## src/rtl/core/lepl_pkg.sv

```systemverilog
// Shared types, constants and helpers for the luminance extreme pixel locator.
`timescale 1ns / 1ps

package lepl_pkg;

  // Field widths of the pixel and result items
  localparam int ColorW = 8;
  localparam int LevelW = 9;
  localparam int LumaW  = 15;
  localparam int WidthW = 13;
  localparam int PosXW  = 12;
  localparam int PosYW  = 14;

  // Stream bus widths
  localparam int InDataW  = 40;
  localparam int OutDataW = 80;
  localparam int CfgIdxW  = 2;

  // Luma of pure white under the 30/59/11 weighting
  localparam logic [LumaW-1:0] LumaTop = 15'd25500;

  // Reset value of the image width configuration register
  localparam logic [WidthW-1:0] WidthReset = 13'd128;

  // Output field offsets inside m_axis_tdata
  localparam int OutLumaLo = 59;
  localparam int OutLumaHi = 73;

  typedef enum logic {
    MODE_LOAD  = 1'b0,
    MODE_FETCH = 1'b1
  } mode_e;

  typedef enum logic [CfgIdxW-1:0] {
    REG_IMAGE_WIDTH    = 2'd0,
    REG_SEEK_BRIGHTEST = 2'd1,
    REG_ALL_MATCHES    = 2'd2
  } cfg_reg_e;

  typedef enum logic [2:0] {
    ST_IDLE,
    ST_LUMA,
    ST_SCAN_RD,
    ST_SCAN_CMP,
    ST_DIV,
    ST_RESP
  } state_e;

  // One stored pixel with its precomputed luma
  typedef struct packed {
    logic [LumaW-1:0]  luma;
    logic [LevelW-1:0] level;
    logic [ColorW-1:0] blue;
    logic [ColorW-1:0] green;
    logic [ColorW-1:0] red;
  } pixel_word_t;

  // One result item
  typedef struct packed {
    logic              found;
    logic [PosXW-1:0]  pos_x;
    logic [PosYW-1:0]  pos_y;
    logic [ColorW-1:0] red;
    logic [ColorW-1:0] green;
    logic [ColorW-1:0] blue;
    logic [LevelW-1:0] level;
    logic [LumaW-1:0]  luma;
    logic              overflowed;
  } result_t;

  // Luma weight of color channel k (red, green, blue)
  function automatic logic [6:0] luma_weight(input logic [1:0] k);
    logic [6:0] w;
    case (k)
      2'd0:    w = 7'd30;
      2'd1:    w = 7'd59;
      default: w = 7'd11;
    endcase
    return w;
  endfunction

endpackage

```

## src/rtl/core/lepl_div.sv

```systemverilog
// Restoring divider, one quotient bit per cycle: splits a raster index into row and column.
`timescale 1ns / 1ps

module lepl_div #(
  parameter int DW = 15
) (
  input  logic                         clk_i,
  input  logic                         rst_ni,
  input  logic                         start_i,
  input  logic [DW-1:0]                dividend_i,
  input  logic [lepl_pkg::WidthW-1:0]  divisor_i,
  output logic [DW-1:0]                quo_o,
  output logic [lepl_pkg::WidthW-1:0]  rem_o,
  output logic                         done_o
);
  import lepl_pkg::*;

  localparam int CntW = $clog2(DW + 1);

  logic [DW-1:0]     quo_q, quo_d;
  logic [WidthW-1:0] rem_q, rem_d;
  logic [WidthW-1:0] div_q;
  logic [CntW-1:0]   cnt_q, cnt_d;
  logic              busy_q, busy_d;
  logic              done_q, done_d;
  logic [WidthW:0]   trial;

  assign trial = {rem_q, quo_q[DW-1]};

  // Shift in one dividend bit, subtract when the divisor fits
  always_comb begin
    quo_d  = quo_q;
    rem_d  = rem_q;
    cnt_d  = cnt_q;
    busy_d = busy_q;
    done_d = 1'b0;
    if (start_i) begin
      quo_d  = dividend_i;
      rem_d  = '0;
      cnt_d  = CntW'(DW);
      busy_d = 1'b1;
    end else if (busy_q) begin
      if (trial >= {1'b0, div_q}) begin
        rem_d = WidthW'(trial - {1'b0, div_q});
        quo_d = {quo_q[DW-2:0], 1'b1};
      end else begin
        rem_d = trial[WidthW-1:0];
        quo_d = {quo_q[DW-2:0], 1'b0};
      end
      cnt_d = cnt_q - CntW'(1);
      if (cnt_q == CntW'(1)) begin
        busy_d = 1'b0;
        done_d = 1'b1;
      end
    end
  end

  always_ff @(posedge clk_i) begin
    if (start_i) begin
      div_q <= divisor_i;
    end
    quo_q <= quo_d;
    rem_q <= rem_d;
  end

  always_ff @(posedge clk_i or negedge rst_ni) begin
    if (!rst_ni) begin
      cnt_q  <= '0;
      busy_q <= 1'b0;
      done_q <= 1'b0;
    end else begin
      cnt_q  <= cnt_d;
      busy_q <= busy_d;
      done_q <= done_d;
    end
  end

  assign quo_o  = quo_q;
  assign rem_o  = rem_q;
  assign done_o = done_q;

endmodule

```

## config.mk

```make
export PLATFORM = sky130hd
export DESIGN_NAME = lepl_div
export DESIGN_NICKNAME = d
export VERILOG_FILES = /design/src/rtl/core/lepl_pkg.sv /design/src/rtl/core/lepl_div.sv
export SDC_FILE = /design/constraint.sdc
export NUM_CORES = 1
export LEC_CHECK = 0
export BUFFER_PORTS_ARGS = -buffer_cell sky130_fd_sc_hd__buf_2
export CAP_MARGIN = 10
export CELL_PAD_IN_SITES_DETAIL_PLACEMENT = 0
export CELL_PAD_IN_SITES_GLOBAL_PLACEMENT = 2
export CORE_UTILIZATION = 37
export CTS_BUF_LIST = sky130_fd_sc_hd__clkbuf_4 sky130_fd_sc_hd__clkbuf_8 sky130_fd_sc_hd__clkbuf_16
export DETAILED_ROUTE_END_ITERATION = 10
export PLACE_DENSITY_LB_ADDON = 0.1
export SYNTH_ARGS = -nofsm -noshare
export SYNTH_HDL_FRONTEND = slang
export SYNTH_SLANG_ARGS = --single-unit
```

## constraint.sdc

```tcl
create_clock -name clk_i -period 7.4 [get_ports clk_i]
set_clock_uncertainty 0.1 [all_clocks]
set_input_delay 0.74 -clock clk_i [delete_from_list [all_inputs] [get_ports clk_i]]
set_output_delay 0.74 -clock clk_i [all_outputs]
set_load 0.02 [all_outputs]
```

==> summary.md <==
| Metric | Value |
|---|---|
| Status | finished, final reports clean |
| Clk pwr share | 20.3% |
| Library cells used by synthesis | 60 |
| CTS Hold Buffers Added | 0 |
| Routed WL | 6440 um |
| Relative slew margins | 39.8% |
| DRC viols | 0 |
| CP Max Fanout | 10 |
| Starting density of the core | 38.1% |
| Maximum number of pins on one net before global-route repair | 39 |
| Placer Congestion | 0.786 |
| Register Area | 1250 um2 |
| Crit path DAT | 2.78 ns |
| TritonRoute pass-1 iters | 4 |
| Antenna violations before repair | 0 |
| WP data required | 7.35 ns |
| GRT overflow | 0 |
| Max Slew Vio Count | 0 |
| Clock Pin Slew Worst Setup and Hold Paths | 0.10 ns |
| Clock Tree Buf Depth | 2 |
| Final Util | 44.7% |
| Cts bufs inserted | 5 |
| Final Critical Period | 2.83 ns |
| CP startpoint kind | register |
| Filler instances | 737 |
| Post-route ant nets | 0 |
| DR vias | 2167 |
| Sequential share of power | 33.1% |
| Root Driver | clkbuf_8 |
| Antenna Cells | 0 |
| Share of layout cells above drive strength 1 | 30.8% |
| Sum Neg Setup Slack | 0 ns |
| Die outline height | 88.4 um |
| EDFF count, synth | 28 |
| Cell Int Power | 0.000678 W |
| Synth Area per Inst | 10.5 um2 |
| RSZ-0062 raised after global routing | no |
| Routed WL per cell | 15.6 um |
| CTS tree | built |
| Post-CTS Setup Inserts | 0 |
| Pwr Density | 353 nW/um2 |
| Top post-synthesis cells by area | edfxtp_1 (30%), dfxtp_1 (9.4%), ha_1 (6.8%) |
| Final number of hold-violating endpoints | 0 |
| Cell with the most instances after synthesis | edfxtp_1 |
| Dominant synthesized flop cell | edfxtp_1 |
| Synth warn | 0 |
| Min-Delay Path Class | in -> async |
| Logic pwr share | 46.6% |
| Synthesized cell area | 2760 um2 |
| CTS resizes | 0 |
| I/O Pins | 60 |
| Die width | 88.4 um |
| Leakage dissipation | between 1 and 1.5 nW |
| TritonCTS Sinks | 47 |
| Number of global-route vias before repair | 1963 |
| Row Count | 31 |
| Crit-path cells | inv_1 > ha_1 > inv_1 > fa_1 > a21oi_2 > o221ai_4 > nand2_4 > a21o_1 > nand2_4 > mux2_2 |
| Die ar. | a little under 8000 um2 |
| F_max | roughly 350 MHz |
| Top Family by Delay on Critical Path | compound AO/OA/AOI/OAI gates |
| Core ar. | 7250 um2 |
| Final instance area | 3240 um2 |
| Sw frac | 40.8% |
| Largest stage delay on the critical path | approximately 0.44 ns |
| Seq/Total Area, Yosys | 45.3% |
| Seq cells post-synth | 47 |
| H-tree lvl count | 2 |
| Max cap viols | 0 |
| Commonest cells post-synth | edfxtp_1 (28), inv_1 (24), nand2_1 (17) |
| Final Cycle Share | 38.2% |
| DP Area | 3110 um2 |
| Crit end category | register |
| Critical path buffers and inverters | 2 |
| Worst slew pin tran | 0.903 ns |
| Port buffer count | 59 |
| Footprint of the multi-input gates | 1340 um2 |
| Crit-path slowest cell | edfxtp_1 |
| Synth Net Count | 309 |
| Initial DRC count | 127 |
| Layout overhead on the synthesized area | 17.3% |
| Hold Slack | between 0.15 and 0.2 ns |
| Worst vdd ir | 0.143 mV |
| Total GRT Usage | between 10% and 20% |
| Final net count | 361 |
| Latest clock arrival within the worst-skew pair | 0.30 ns |
| Final Setup Violations | 0 |
| Detailed placement HPWL | 4610 um |
| Async SR Flop Fraction | 12.8% |
| Vias per inst | 5.23 |
| Crit Path Class | reg -> reg |
| Synth top area share | between 30% and 40% |
| Gate count of the mapped netlist | 262 |
| First-pass GRT wire length | 10200 um |
| NetSw | 0.000467 W |
| Cell taking the most area after synthesis | edfxtp_1 |
-- logic make-up (layout without fill, tap and decap cells) --
group	after synthesis	after routing	synth area share (%)
buffers and inverters	39	92	6.16
adders and majority gates	16	16	7.52
xor gates and xnor gates	9	9	2.85
AOI/OAI and AO/OA	68	68	19.2
and+or+nand+nor	68	68	12.9
DFF	47	47	45.3
muxes	15	15	6.11
-- metal layers --
layer | vias to the layer above | global-route usage [%] | routed length (um) | part of all wire (%)
met4 | 0 | 5.43 | 88 | 1.4
met2 | 59 | 26.2 | 2910 | 45
met3 | 8 | 3.73 | 268 | 4.2
met5 | - | 0 | 0 | 0
li1 | 1081 | - | - | -
met1 | 1019 | 25.6 | 3170 | 49
-- final cells by class --
cell class / count / area share, %
multi-input cells: 176 / 41.4
flip-flops and latches: 47 / 38.6
repair buffers: 59 / 9.11
well taps: 99 / 3.82
inverters: 25 / 2.89
clock buffers: 6 / 2.35
clock inverters: 2 / 1.85
-- power by group through the flow --
stage / Combinational [W] / Clock, W / Sequential (W)
global placement: 0.000536 / 0 / 0.000388
detailed placement: 0.000535 / 0 / 0.000386
floorplan: 0.000360 / 0 / 0.000421
finish: 0.000534 / 0.000232 / 0.000379
global route: 0.000593 / 0.000244 / 0.000388
CTS: 0.000536 / 0.000237 / 0.000381
-- path summary, 6_finish.rpt --
path                       slack, ns  depth (start not counted)             startpoint               endpoint
setup / recovery                4.57                         10    quo_o[14]$_DFFE_PP_     quo_o[0]$_DFFE_PP_
hold / removal                  0.15                          1                 rst_ni   cnt_q[3]$_DFFE_PN0P_
setup reg to reg                4.57                         10    quo_o[14]$_DFFE_PP_     quo_o[0]$_DFFE_PP_
hold reg to reg                 0.44                          2  rem_o[4]$_SDFFE_PP0P_  rem_o[4]$_SDFFE_PP0P_
max in group asynchronous       6.91                          1                 rst_ni   cnt_q[2]$_DFFE_PN0P_
min in group clk_i              0.44                          2  rem_o[4]$_SDFFE_PP0P_  rem_o[4]$_SDFFE_PP0P_
-- stage by stage --
step,setup WS (ns),std cells,total power [W]
finish,4.57,414,0.00114
global placement,4.45,406,0.000924
CTS,4.55,414,0.00115
floorplan,4.84,262,0.000781
detailed placement,4.38,406,0.000921
global route,4.38,414,0.00123
-- sequential cells by signal (all words and copies together), names as in the netlist --
register	count
div_q	13
busy_q	1
quo_o	15
rem_o	13
cnt_q	4
done_o	1
-- layout by cell type, fill, tap and decap left out, drive strengths merged, types with 5 or more instances in the layout --
master and count:
buf 59, edfxtp 28, inv 25, nand2 19, o21ai 18, mux2 15, ha 15, nor2 15
nand3 14, dfxtp 13, a21oi 12, a311oi 9, nor4 7, dfrtp 6, clkbuf 6, xnor2 5
No activity file was read; power rests on OpenSTA's default activity.
