$ cat src/rtl/core/lepl_pkg.sv
// Shared types, constants and helpers for the luminance extreme pixel locator.
`timescale 1ns / 1ps

package lepl_pkg;

  // Field widths of the pixel and result items
  localparam int ColorW = 8;
  localparam int LevelW = 9;
  localparam int LumaW  = 15;
  localparam int WidthW = 13;
  localparam int PosXW  = 12;
  localparam int PosYW  = 14;

  // Stream bus widths
  localparam int InDataW  = 40;
  localparam int OutDataW = 80;
  localparam int CfgIdxW  = 2;

  // Luma of pure white under the 30/59/11 weighting
  localparam logic [LumaW-1:0] LumaTop = 15'd25500;

  // Reset value of the image width configuration register
  localparam logic [WidthW-1:0] WidthReset = 13'd128;

  // Output field offsets inside m_axis_tdata
  localparam int OutLumaLo = 59;
  localparam int OutLumaHi = 73;

  typedef enum logic {
    MODE_LOAD  = 1'b0,
    MODE_FETCH = 1'b1
  } mode_e;

  typedef enum logic [CfgIdxW-1:0] {
    REG_IMAGE_WIDTH    = 2'd0,
    REG_SEEK_BRIGHTEST = 2'd1,
    REG_ALL_MATCHES    = 2'd2
  } cfg_reg_e;

  typedef enum logic [2:0] {
    ST_IDLE,
    ST_LUMA,
    ST_SCAN_RD,
    ST_SCAN_CMP,
    ST_DIV,
    ST_RESP
  } state_e;

  // One stored pixel with its precomputed luma
  typedef struct packed {
    logic [LumaW-1:0]  luma;
    logic [LevelW-1:0] level;
    logic [ColorW-1:0] blue;
    logic [ColorW-1:0] green;
    logic [ColorW-1:0] red;
  } pixel_word_t;

  // One result item
  typedef struct packed {
    logic              found;
    logic [PosXW-1:0]  pos_x;
    logic [PosYW-1:0]  pos_y;
    logic [ColorW-1:0] red;
    logic [ColorW-1:0] green;
    logic [ColorW-1:0] blue;
    logic [LevelW-1:0] level;
    logic [LumaW-1:0]  luma;
    logic              overflowed;
  } result_t;

  // Luma weight of color channel k (red, green, blue)
  function automatic logic [6:0] luma_weight(input logic [1:0] k);
    logic [6:0] w;
    case (k)
      2'd0:    w = 7'd30;
      2'd1:    w = 7'd59;
      default: w = 7'd11;
    endcase
    return w;
  endfunction

endpackage

$ cat src/rtl/core/lepl_luma.sv
// Shared multiply-accumulate unit: forms 30R+59G+11B, one channel per step.
`timescale 1ns / 1ps

module lepl_luma (
  input  logic                   clk_i,
  input  logic                   rst_ni,
  input  logic                   start_i,
  input  logic [lepl_pkg::ColorW-1:0] red_i,
  input  logic [lepl_pkg::ColorW-1:0] green_i,
  input  logic [lepl_pkg::ColorW-1:0] blue_i,
  output logic [lepl_pkg::LumaW-1:0]  luma_o,
  output logic                   done_o
);
  import lepl_pkg::*;

  logic [ColorW-1:0] red_q, green_q, blue_q;
  logic [LumaW-1:0]  acc_q, acc_d;
  logic [1:0]        step_q, step_d;
  logic              busy_q, busy_d;
  logic              done_q, done_d;
  logic [ColorW-1:0] operand;
  logic [LumaW-1:0]  product;

  // Pick the channel for this step and weight it
  always_comb begin
    case (step_q)
      2'd0:    operand = red_q;
      2'd1:    operand = green_q;
      default: operand = blue_q;
    endcase
    product = LumaW'(operand * luma_weight(step_q));
  end

  // Advance one channel per cycle
  always_comb begin
    acc_d  = acc_q;
    step_d = step_q;
    busy_d = busy_q;
    done_d = 1'b0;
    if (start_i) begin
      acc_d  = '0;
      step_d = 2'd0;
      busy_d = 1'b1;
    end else if (busy_q) begin
      acc_d  = acc_q + product;
      step_d = step_q + 2'd1;
      if (step_q == 2'd2) begin
        busy_d = 1'b0;
        done_d = 1'b1;
      end
    end
  end

  // Capture the operands at start
  always_ff @(posedge clk_i) begin
    if (start_i) begin
      red_q   <= red_i;
      green_q <= green_i;
      blue_q  <= blue_i;
    end
    acc_q <= acc_d;
  end

  always_ff @(posedge clk_i or negedge rst_ni) begin
    if (!rst_ni) begin
      step_q <= 2'd0;
      busy_q <= 1'b0;
      done_q <= 1'b0;
    end else begin
      step_q <= step_d;
      busy_q <= busy_d;
      done_q <= done_d;
    end
  end

  assign luma_o = acc_q;
  assign done_o = done_q;

endmodule

$ cat config.mk
export PLATFORM = sky130hd
export DESIGN_NAME = lepl_luma
export DESIGN_NICKNAME = d
export VERILOG_FILES = /design/src/rtl/core/lepl_pkg.sv /design/src/rtl/core/lepl_luma.sv
export SDC_FILE = /design/constraint.sdc
export NUM_CORES = 1
export LEC_CHECK = 0
export ABC_CLOCK_PERIOD_IN_PS = 7500
export BUFFER_PORTS_ARGS = -buffer_cell sky130_fd_sc_hd__buf_2
export CORE_MARGIN = 10
export CORE_UTILIZATION = 50
export DETAILED_ROUTE_END_ITERATION = 10
export PLACE_DENSITY_LB_ADDON = 0.05
export SLEW_MARGIN = 25
export SYNTH_ARGS = -nofsm -noshare
export SYNTH_HDL_FRONTEND = slang
export SYNTH_SLANG_ARGS = --single-unit
$ cat constraint.sdc
create_clock -name clk_i -period 7.5 [get_ports clk_i]
set_input_delay 2.25 -clock clk_i [delete_from_list [all_inputs] [get_ports clk_i]]
set_output_delay 2.25 -clock clk_i [all_outputs]
set_load 0.005 [all_outputs]
==> results of run 1 <==
-- how the worst min path moves through the flow --
stage                    from   endpoint  slack (ns)  cells after the start
floorplan           luma_o[8]  luma_o[8]        0.47                      2
global placement    luma_o[8]  luma_o[8]        0.47                      2
detailed placement  luma_o[8]  luma_o[8]        0.48                      2
CTS                 luma_o[8]  luma_o[8]        0.50                      2
global route        luma_o[8]  luma_o[8]        0.53                      2
finish              luma_o[8]  luma_o[8]        0.48                      2
-- synthesized netlist by cell type (6+ instances only) --
cell	instances
mux2i_1	8
nor2b_1	9
inv_1	69
edfxtp_1	24
a21o_1	6
a21oi_1	18
ha_1	34
fa_1	36
nand2b_1	7
nand2_1	19
dfxtp_1	15
nor2_1	21
-- cell families (layout without fill, tap and decap cells) --
group                      after synthesis  after routing  share of synthesized area (%)
buffers and inverters                   77            120                           8.71
muxes                                    9              9                           2.60
adders and majority gates               70             70                           32.6
and+or+nand+nor                         80             80                           11.8
DFF                                     43             43                           31.9
AOI/OAI and AO/OA                       53             53                           9.96
xor gates and xnor gates                10             10                           2.49
-- worst max-delay path, cell delays in order, from the launching register on --
cell and delay [ns]:
dfrtp_1 0.41, inv_1 0.11, ha_1 0.53, nor2_1 0.24
a21boi_1 0.45, nand2b_1 0.19, fa_1 0.42, inv_1 0.08
fa_1 0.43, fa_1 0.54, inv_1 0.05, fa_1 0.50
inv_1 0.04, ha_1 0.37, a21oi_2 0.09, o21ai_2 0.21
nand3_1 0.10, a21o_1 0.21, o211a_1 0.10, or4_1 0.49
-- layout make-up --
class / count / share of cell area (%)
clock inverters: 3 / 0.673
well taps: 96 / 3.08
inverters: 69 / 6.63
multi-input cells: 222 / 53.6
flip-flops and latches: 43 / 28.7
clock buffers: 5 / 1.76
repair buffers: 43 / 5.58
-- sequential cells by signal, summed over array words and instances, names as in the netlist --
signal / flops
blue_q: 8
luma_o: 15
busy_q: 1
green_q: 8
done_o: 1
red_q: 8
step_q: 2
-- per-stage QoR --
stage,cells,instance area (sq um),setup slack (ns),hold WS [ns],utilization [%]
2_1_floorplan,342,3520,2.31,0.469,-
3_3_place_gp,473,3810,1.97,0.466,55.8
3_5_place_dp,473,3810,1.82,0.481,55.8
4_1_cts,481,3900,1.81,0.499,57.1
5_1_grt,481,3900,1.37,0.531,57.1
6_report,481,3900,1.81,0.485,57.1
-- routing by layer --
layer  part of all wire [%]  global-route usage, %
met5                      0                      0
met4                    1.0                   2.98
met3                    3.3                   2.79
met2                     51                   21.7
met1                     45                   15.7
-- layout by cell type (no fill, tap or decap), types with 6 or more instances in the layout --
| cell type | count |
|---|---|
| mux2i_1 | 8 |
| edfxtp_1 | 24 |
| nor2b_1 | 9 |
| a21o_1 | 6 |
| buf_2 | 42 |
| nand2b_1 | 7 |
| fa_1 | 36 |
| nor2_1 | 21 |
| nand2_1 | 19 |
| a21oi_1 | 18 |
| dfxtp_1 | 15 |
| ha_1 | 34 |
| inv_1 | 69 |
==> flow_summary.ini, run 1 <==
[synth]
synth_top_area_share_pct = 20.5
yosysSeqAreaShare_pct = 31.9
synth_cells = 342
yosysTopAreaCell = fa_1
syn_area_per_cell_sq_um = 10.3
synthArstFlopShare_pct = 9.30
synth_edf_count = 24
synth_top_flop_cell = edfxtp_1
synth.distinct_cells = 51
ys.warnings.count = 0
syn-num-nets = 439
synth_area_leaders = fa_1 20%, edfxtp_1 20%, ha_1 12%
synth_area_sq_mm = 0.00352
synth_seq_cells = 43

[clocking]
clk_latency_ns = 0.30
cts_buffer_depth = 2
post_cts_resize_count = 0
cts_setup_buffers = 0
h-tree-depth = 2
clockRootBuffer = clkbuf_8
cts_sinks = 43
cts_tree = built
cts.reportedPaths.clkPinSlew_ns = 0.09
cts_made_buffers = 5
ctsHoldBuffers = 0

[routing]
wl_per_cell_um = 13.7
via_per_inst = 4.96
drc = 0
drt-initial-drc-count = 66
dr.pass1.iters = 4
wl_um = 6600
num_vias = 2385
ant_nets = 0

[sta]
fmax_mhz = 176
rsz0062_at_grt = false
max_slew_margin_pct = 38.5
period_needed_ns = 5.69
setup_viol = 0
finalCritPeriodShare_pct = 75.9
skew_ns = 0.00593
worstMarginPinSlew_ns = 0.923
setup_tns_ns = 0
hold_viol = 0
slew_violations = 0

[die]
die_h_um = 104
io_pins = 43
core.rowCount = 30
die_w_um = 104
core_sq_mm = 0.00683
start_util_pct = 51.5
dieArea_sq_mm = 0.0108

[setup_path]
cp_max_fo = 18
crit_type = flip-flop to flip-flop
reg2reg_to = luma_o[14]
crit_path_start = step_q[1]
worstSetupEndpoint = luma_o[14]
rrSetupSlack_ns = 1.81
cp.required_ns = 7.68
end_kind = flip-flop
r2r_start = step_q[1]
rr_worst_depth = 19
arrival_ns = 5.87
cp-start-kind = flip-flop

[hold_path]
hp-class = flip-flop to flip-flop

[placement]
place.gp.congestion = 0.926
dp_hpwl_um = 5430
portBuffers = 42

[grt]
grt_max_degree = 47
grt_usage_pct = 12.6
overflow = 0
antenna_found_initial = 0
first_global_vias = 2459
grt_pass1_wl_um = 11400

[finish]
register_area_sq_mm = 0.00112
multiInputGateArea_sq_mm = 0.00209
syn_to_final_growth_pct = 11.0
diodes = 0
fill_cells = 641
finalNetCount = 481
drive_gt1_share_pct = 16.9

[job]
drv_cap = 0

[status]
outcome = complete, no violations
Power of run 1 is not shown: default switching activity piles up to over one toggle a cycle in this logic, so the estimate is an artifact.
==> run 2: changes to the inputs <==
- ABC_CLOCK_PERIOD_IN_PS: 7500 -> 5500
- clock period: 7.5 -> 5.5 ns (I/O delays scaled with it)
==> flow_summary.ini, run 2 (synthesis gave the netlist of run 1 again) <==
[status]
outcome = complete, no violations

[routing]
ant_nets = 0
dr.pass1.iters = 4
drc = 0
m1WireLength_um = 2980
top_layer = met4
wl_per_cell_um = 13.7
wl_met2_um = 3430
route.met3.wl_um = 245
wl_um = 6730
via_per_inst = 4.96
num_vias = 2430
drt-initial-drc-count = 120

[sta]
slew_violations = 0
rsz0062_at_grt = false
period_needed_ns = 5.17
max_slew_margin_pct = 65.1
fmax_mhz = 194
finalCritPeriodShare_pct = 94.0
skew_ns = 0.0136
setup_viol = 0
worstMarginPinSlew_ns = 0.523
setup_tns_ns = 0
hold_viol = 0

[finish]
finalNetCount = 490
drive_gt1_share_pct = 20.8
syn_to_final_growth_pct = 14.4
layoutNonFillerInstCount = 490
largest_register_ffs = 15
final_cell_mix = 69 x inv_1, 42 x buf_2, 36 x fa_1, 32 x ha_1, 24 x edfxtp_1
fin_util_pct = 58.9
final_common_cell = inv_1
diodes = 0
fin_area_sq_mm = 0.00403

[grt]
grt_pass1_wl_um = 11400
grt_max_degree = 27
grt_usage_pct = 12.7
first_global_vias = 2407
overflow = 0
antenna_found_initial = 0

[die]
dieArea_sq_mm = 0.0108
die_h_um = 104
die_w_um = 104
start_util_pct = 51.5
core_sq_mm = 0.00683
io_pins = 43
core.rowCount = 30

[clocking]
clockRootBuffer = clkbuf_8
h-tree-depth = 2
clk_latency_ns = 0.31
cts.reportedPaths.clkPinSlew_ns = 0.10
cts_sinks = 43
cts_buffer_depth = 2
cts_made_buffers = 5
cts_tree = built

[placement]
place.gp.congestion = 0.855
placed_cells = 482
dp_hpwl_um = 5510
portBuffers = 42
dpl_cell_area_sq_mm = 0.00388

[setup_path]
cp_max_fo = 12
crit_path_start = step_q[1]
arrival_ns = 5.36
rrSetupSlack_ns = 0.33
worstSetupEndpoint = luma_o[14]
crit_type = flip-flop to flip-flop
end_kind = flip-flop
cp.required_ns = 5.69
r2r_start = step_q[1]
cp-start-kind = flip-flop
rr_worst_depth = 20
reg2reg_to = luma_o[14]

[hold_path]
hp-class = flip-flop to flip-flop

[job]
drv_cap = 0
==> run 2: cell count changes in the layout (fill, tap and decap cells not counted), moves of 2 or more <==
cell	delta
ha_1	-2
buf_4	+9
clkinvlp_4	+2
ha_4	+2
==> run 2: timing repair <==
item | 4_1_cts | 5_1_grt
resized for setup | 0 | 12
hold buffers | 0 | 0
hold endpoints to repair | 0 | 0
endpoints found under the setup margin | 0 | 6
buffers inserted | 0 | 0
==> run 2: layout make-up <==
class | instances | area, sq um
Sequential cell | 43 | 1120
Timing Repair Buffer | 52 | 285
Multi-Input combinational cell | 222 | 2150
Tap cell | 96 | 120
Inverter | 69 | 259
Fill cell | 661 | 2810
Clock inverter | 3 | 23.8
Clock buffer | 5 | 68.8
==> run 2: through the flow <==
| stage | hold slack (ns) | setup WS, ns |
|---|---|---|
| after floorplan | 0.469 | 0.310 |
| final | 0.486 | 0.332 |
| after CTS | 0.492 | 0.0361 |
| after global placement | 0.468 | 0.0994 |
| after global routing | 0.534 | 0.0205 |
| after detailed placement | 0.476 | 0.0551 |
==> run 2: how the worst min path moves through the flow <==
stage                     startpoint  slack [ns]   endpoint  depth (start not counted)
after detailed placement   luma_o[8]        0.48  luma_o[8]                          2
final                      luma_o[8]        0.49  luma_o[8]                          2
after floorplan            luma_o[8]        0.47  luma_o[8]                          2
after global placement     luma_o[8]        0.47  luma_o[8]                          2
after global routing       luma_o[8]        0.53  luma_o[8]                          2
after CTS                  luma_o[8]        0.49  luma_o[8]                          2
==> run 2: worst max-delay path, stage by stage, from the launching register on <==
cell	delay, ns
dfrtp_1	0.38
inv_1	0.13
ha_4	0.24
or2_2	0.38
nand2_1	0.10
o21ai_2	0.11
or2_2	0.30
fa_1	0.48
inv_1	0.04
ha_1	0.26
inv_1	0.05
fa_1	0.50
fa_1	0.51
inv_1	0.04
ha_1	0.33
a21o_1	0.20
a21oi_2	0.17
nand2_2	0.12
a21oi_4	0.16
a21oi_1	0.05
or4_1	0.50
==> run 2: routing by layer <==
layer | track usage (%) | up-vias
met5 | 0 | -
met4 | 3.28 | 0
met3 | 2.79 | 6
met2 | 20.9 | 46
met1 | 16.6 | 1175
li1 | - | 1203
Power of run 2 is left out for the same reason.
==> run 3: changes to the inputs <==
- BUFFER_PORTS_ARGS: -buffer_cell sky130_fd_sc_hd__buf_2 -> -buffer_cell sky130_fd_sc_hd__buf_4
==> flow_summary.ini, run 3 (synthesis gave the netlist of run 1 again) <==
[grt]
grt_max_degree = 47
grt_usage_pct = 13.6
overflow = 0
grt_pass1_wl_um = 12200
antenna_found_initial = 0
first_global_vias = 2566

[setup_path]
arrival_ns = 5.44
critPathBufInv = 4
end_kind = flip-flop
path_cells = inv_1, ha_2, a22oi_1, a21boi_2, nand2b_1, fa_1, inv_1, fa_1, fa_1, inv_1, fa_1, inv_1, ha_1, a21oi_2, o21ai_2, nand3_1, a21o_1, o211a_1, or4_1
cp-start-kind = flip-flop
cp.required_ns = 5.70
crit_type = flip-flop to flip-flop
r2r_start = step_q[0]
rr_worst_depth = 19
cpPeakStageDelay_ns = 0.54
cp_max_fo = 10
cpMaxStageDelayCell = fa_1
rrSetupSlack_ns = 0.26
cp_top_family = adder cells
reg2reg_to = luma_o[14]

[hold_path]
hold_depth = 2
hp-start = luma_o[8]
min_to = luma_o[8]
hp-class = flip-flop to flip-flop

[status]
outcome = complete, no violations

[routing]
num_vias = 2448
ant_nets = 0
wl_um = 7170
drt-initial-drc-count = 143
dr.pass1.iters = 4
drc = 0
via_per_inst = 5.03
wl_per_cell_um = 14.7

[placement]
dpl_cell_area_sq_mm = 0.00396
placed_cells = 479
place_ws_ns = 0.0370
dp_hpwl_um = 5710
place.gp.congestion = 0.862
portBuffers = 42

[die]
dieArea_sq_mm = 0.0108
core_sq_mm = 0.00683
io_pins = 43
die_h_um = 104
core.rowCount = 30
start_util_pct = 51.5
die_w_um = 104

[clocking]
clk_latency_ns = 0.31
cts_sinks = 43
cts_made_buffers = 5
cts.reportedPaths.clkPinSlew_ns = 0.10
h-tree-depth = 2
cts_buffer_depth = 2
clockRootBuffer = clkbuf_8
ctsHoldBuffers = 0
cts_tree = built

[sta]
period_needed_ns = 5.24
slew_violations = 0
rsz0062_at_grt = true
finalCritPeriodShare_pct = 95.2
timing.final.ws_setup_ns = 0.263
worstMarginPinSlew_ns = 1.04
max_slew_margin_pct = 30.4
setup_tns_ns = 0
setup_viol = 0
skew_ns = 0.00901
fmax_mhz = 191
hold_viol = 0

[finish]
largest_register_ffs = 15
finalNetCount = 487
fill_cells = 630
syn_to_final_growth_pct = 15.7
final_cell_mix = 69 x inv_1, 49 x buf_4, 36 x fa_1, 32 x ha_1, 24 x edfxtp_1
final_common_cell = inv_1
layoutNonFillerInstCount = 487
diodes = 0
drive_gt1_share_pct = 19.4
fin_area_sq_mm = 0.00407

[job]
drv_cap = 0
==> run 3: cell count changes in the layout (fill, tap and decap cells not counted), moves of 2 or more <==
cell        change
ha_2            +2
buf_4          +39
clkinvlp_4      -2
buf_2          -42
ha_4            -2
==> run 3: how the worst max path moves through the flow <==
stage,to,from,cells after the start
after global placement,luma_o[14],step_q[1],19
after global routing,luma_o[14],step_q[0],19
after CTS,luma_o[14],step_q[1],19
after detailed placement,luma_o[14],step_q[1],19
final,luma_o[14],step_q[0],19
after floorplan,luma_o[14],step_q[0],20
==> run 3: final cells by class <==
class / count / area (sq um) / share of cell area, %
clock buffer: 5 / 68.8 / 1.69
clock inverter: 3 / 26.3 / 0.646
inverter: 69 / 259 / 6.36
multi-input combinational: 222 / 2110 / 51.8
sequential: 43 / 1120 / 27.5
tap: 96 / 120 / 2.95
timing repair buffer: 49 / 368 / 9.04
==> run 3: worst reg2reg max path: cells and delay by family, from the launching register on <==
family                     cells  cell delay [ns]
adders and majority gates      6             2.44
AOI/OAI and AO/OA              6             1.22
and+or+nand+nor                3             0.77
DFF                            1             0.41
buffers and inverters          4             0.27
==> run 3: metrics by stage <==
step | utilization, % | hold slack, ns
after floorplan | - | 0.469
after global placement | 57.9 | 0.475
after detailed placement | 57.9 | 0.484
after CTS | 59.3 | 0.496
after global routing | 59.6 | 0.505
final | 59.6 | 0.498
==> run 3: per-layer routing <==
layer	vias up	track usage, %	routed length, um
li1	1200	-	-
met2	43	23.2	3690
met4	0	2.98	66
met3	5	2.85	273
met1	1200	17.1	3140
met5	-	0	0
==> run 3: repair_timing <==
item / 4_1_cts / 5_1_grt
buffers inserted: 0 / 0
gates resized for setup: 0 / 5
setup endpoints to repair: 0 / 6
Power of run 3 is left out for the same reason.
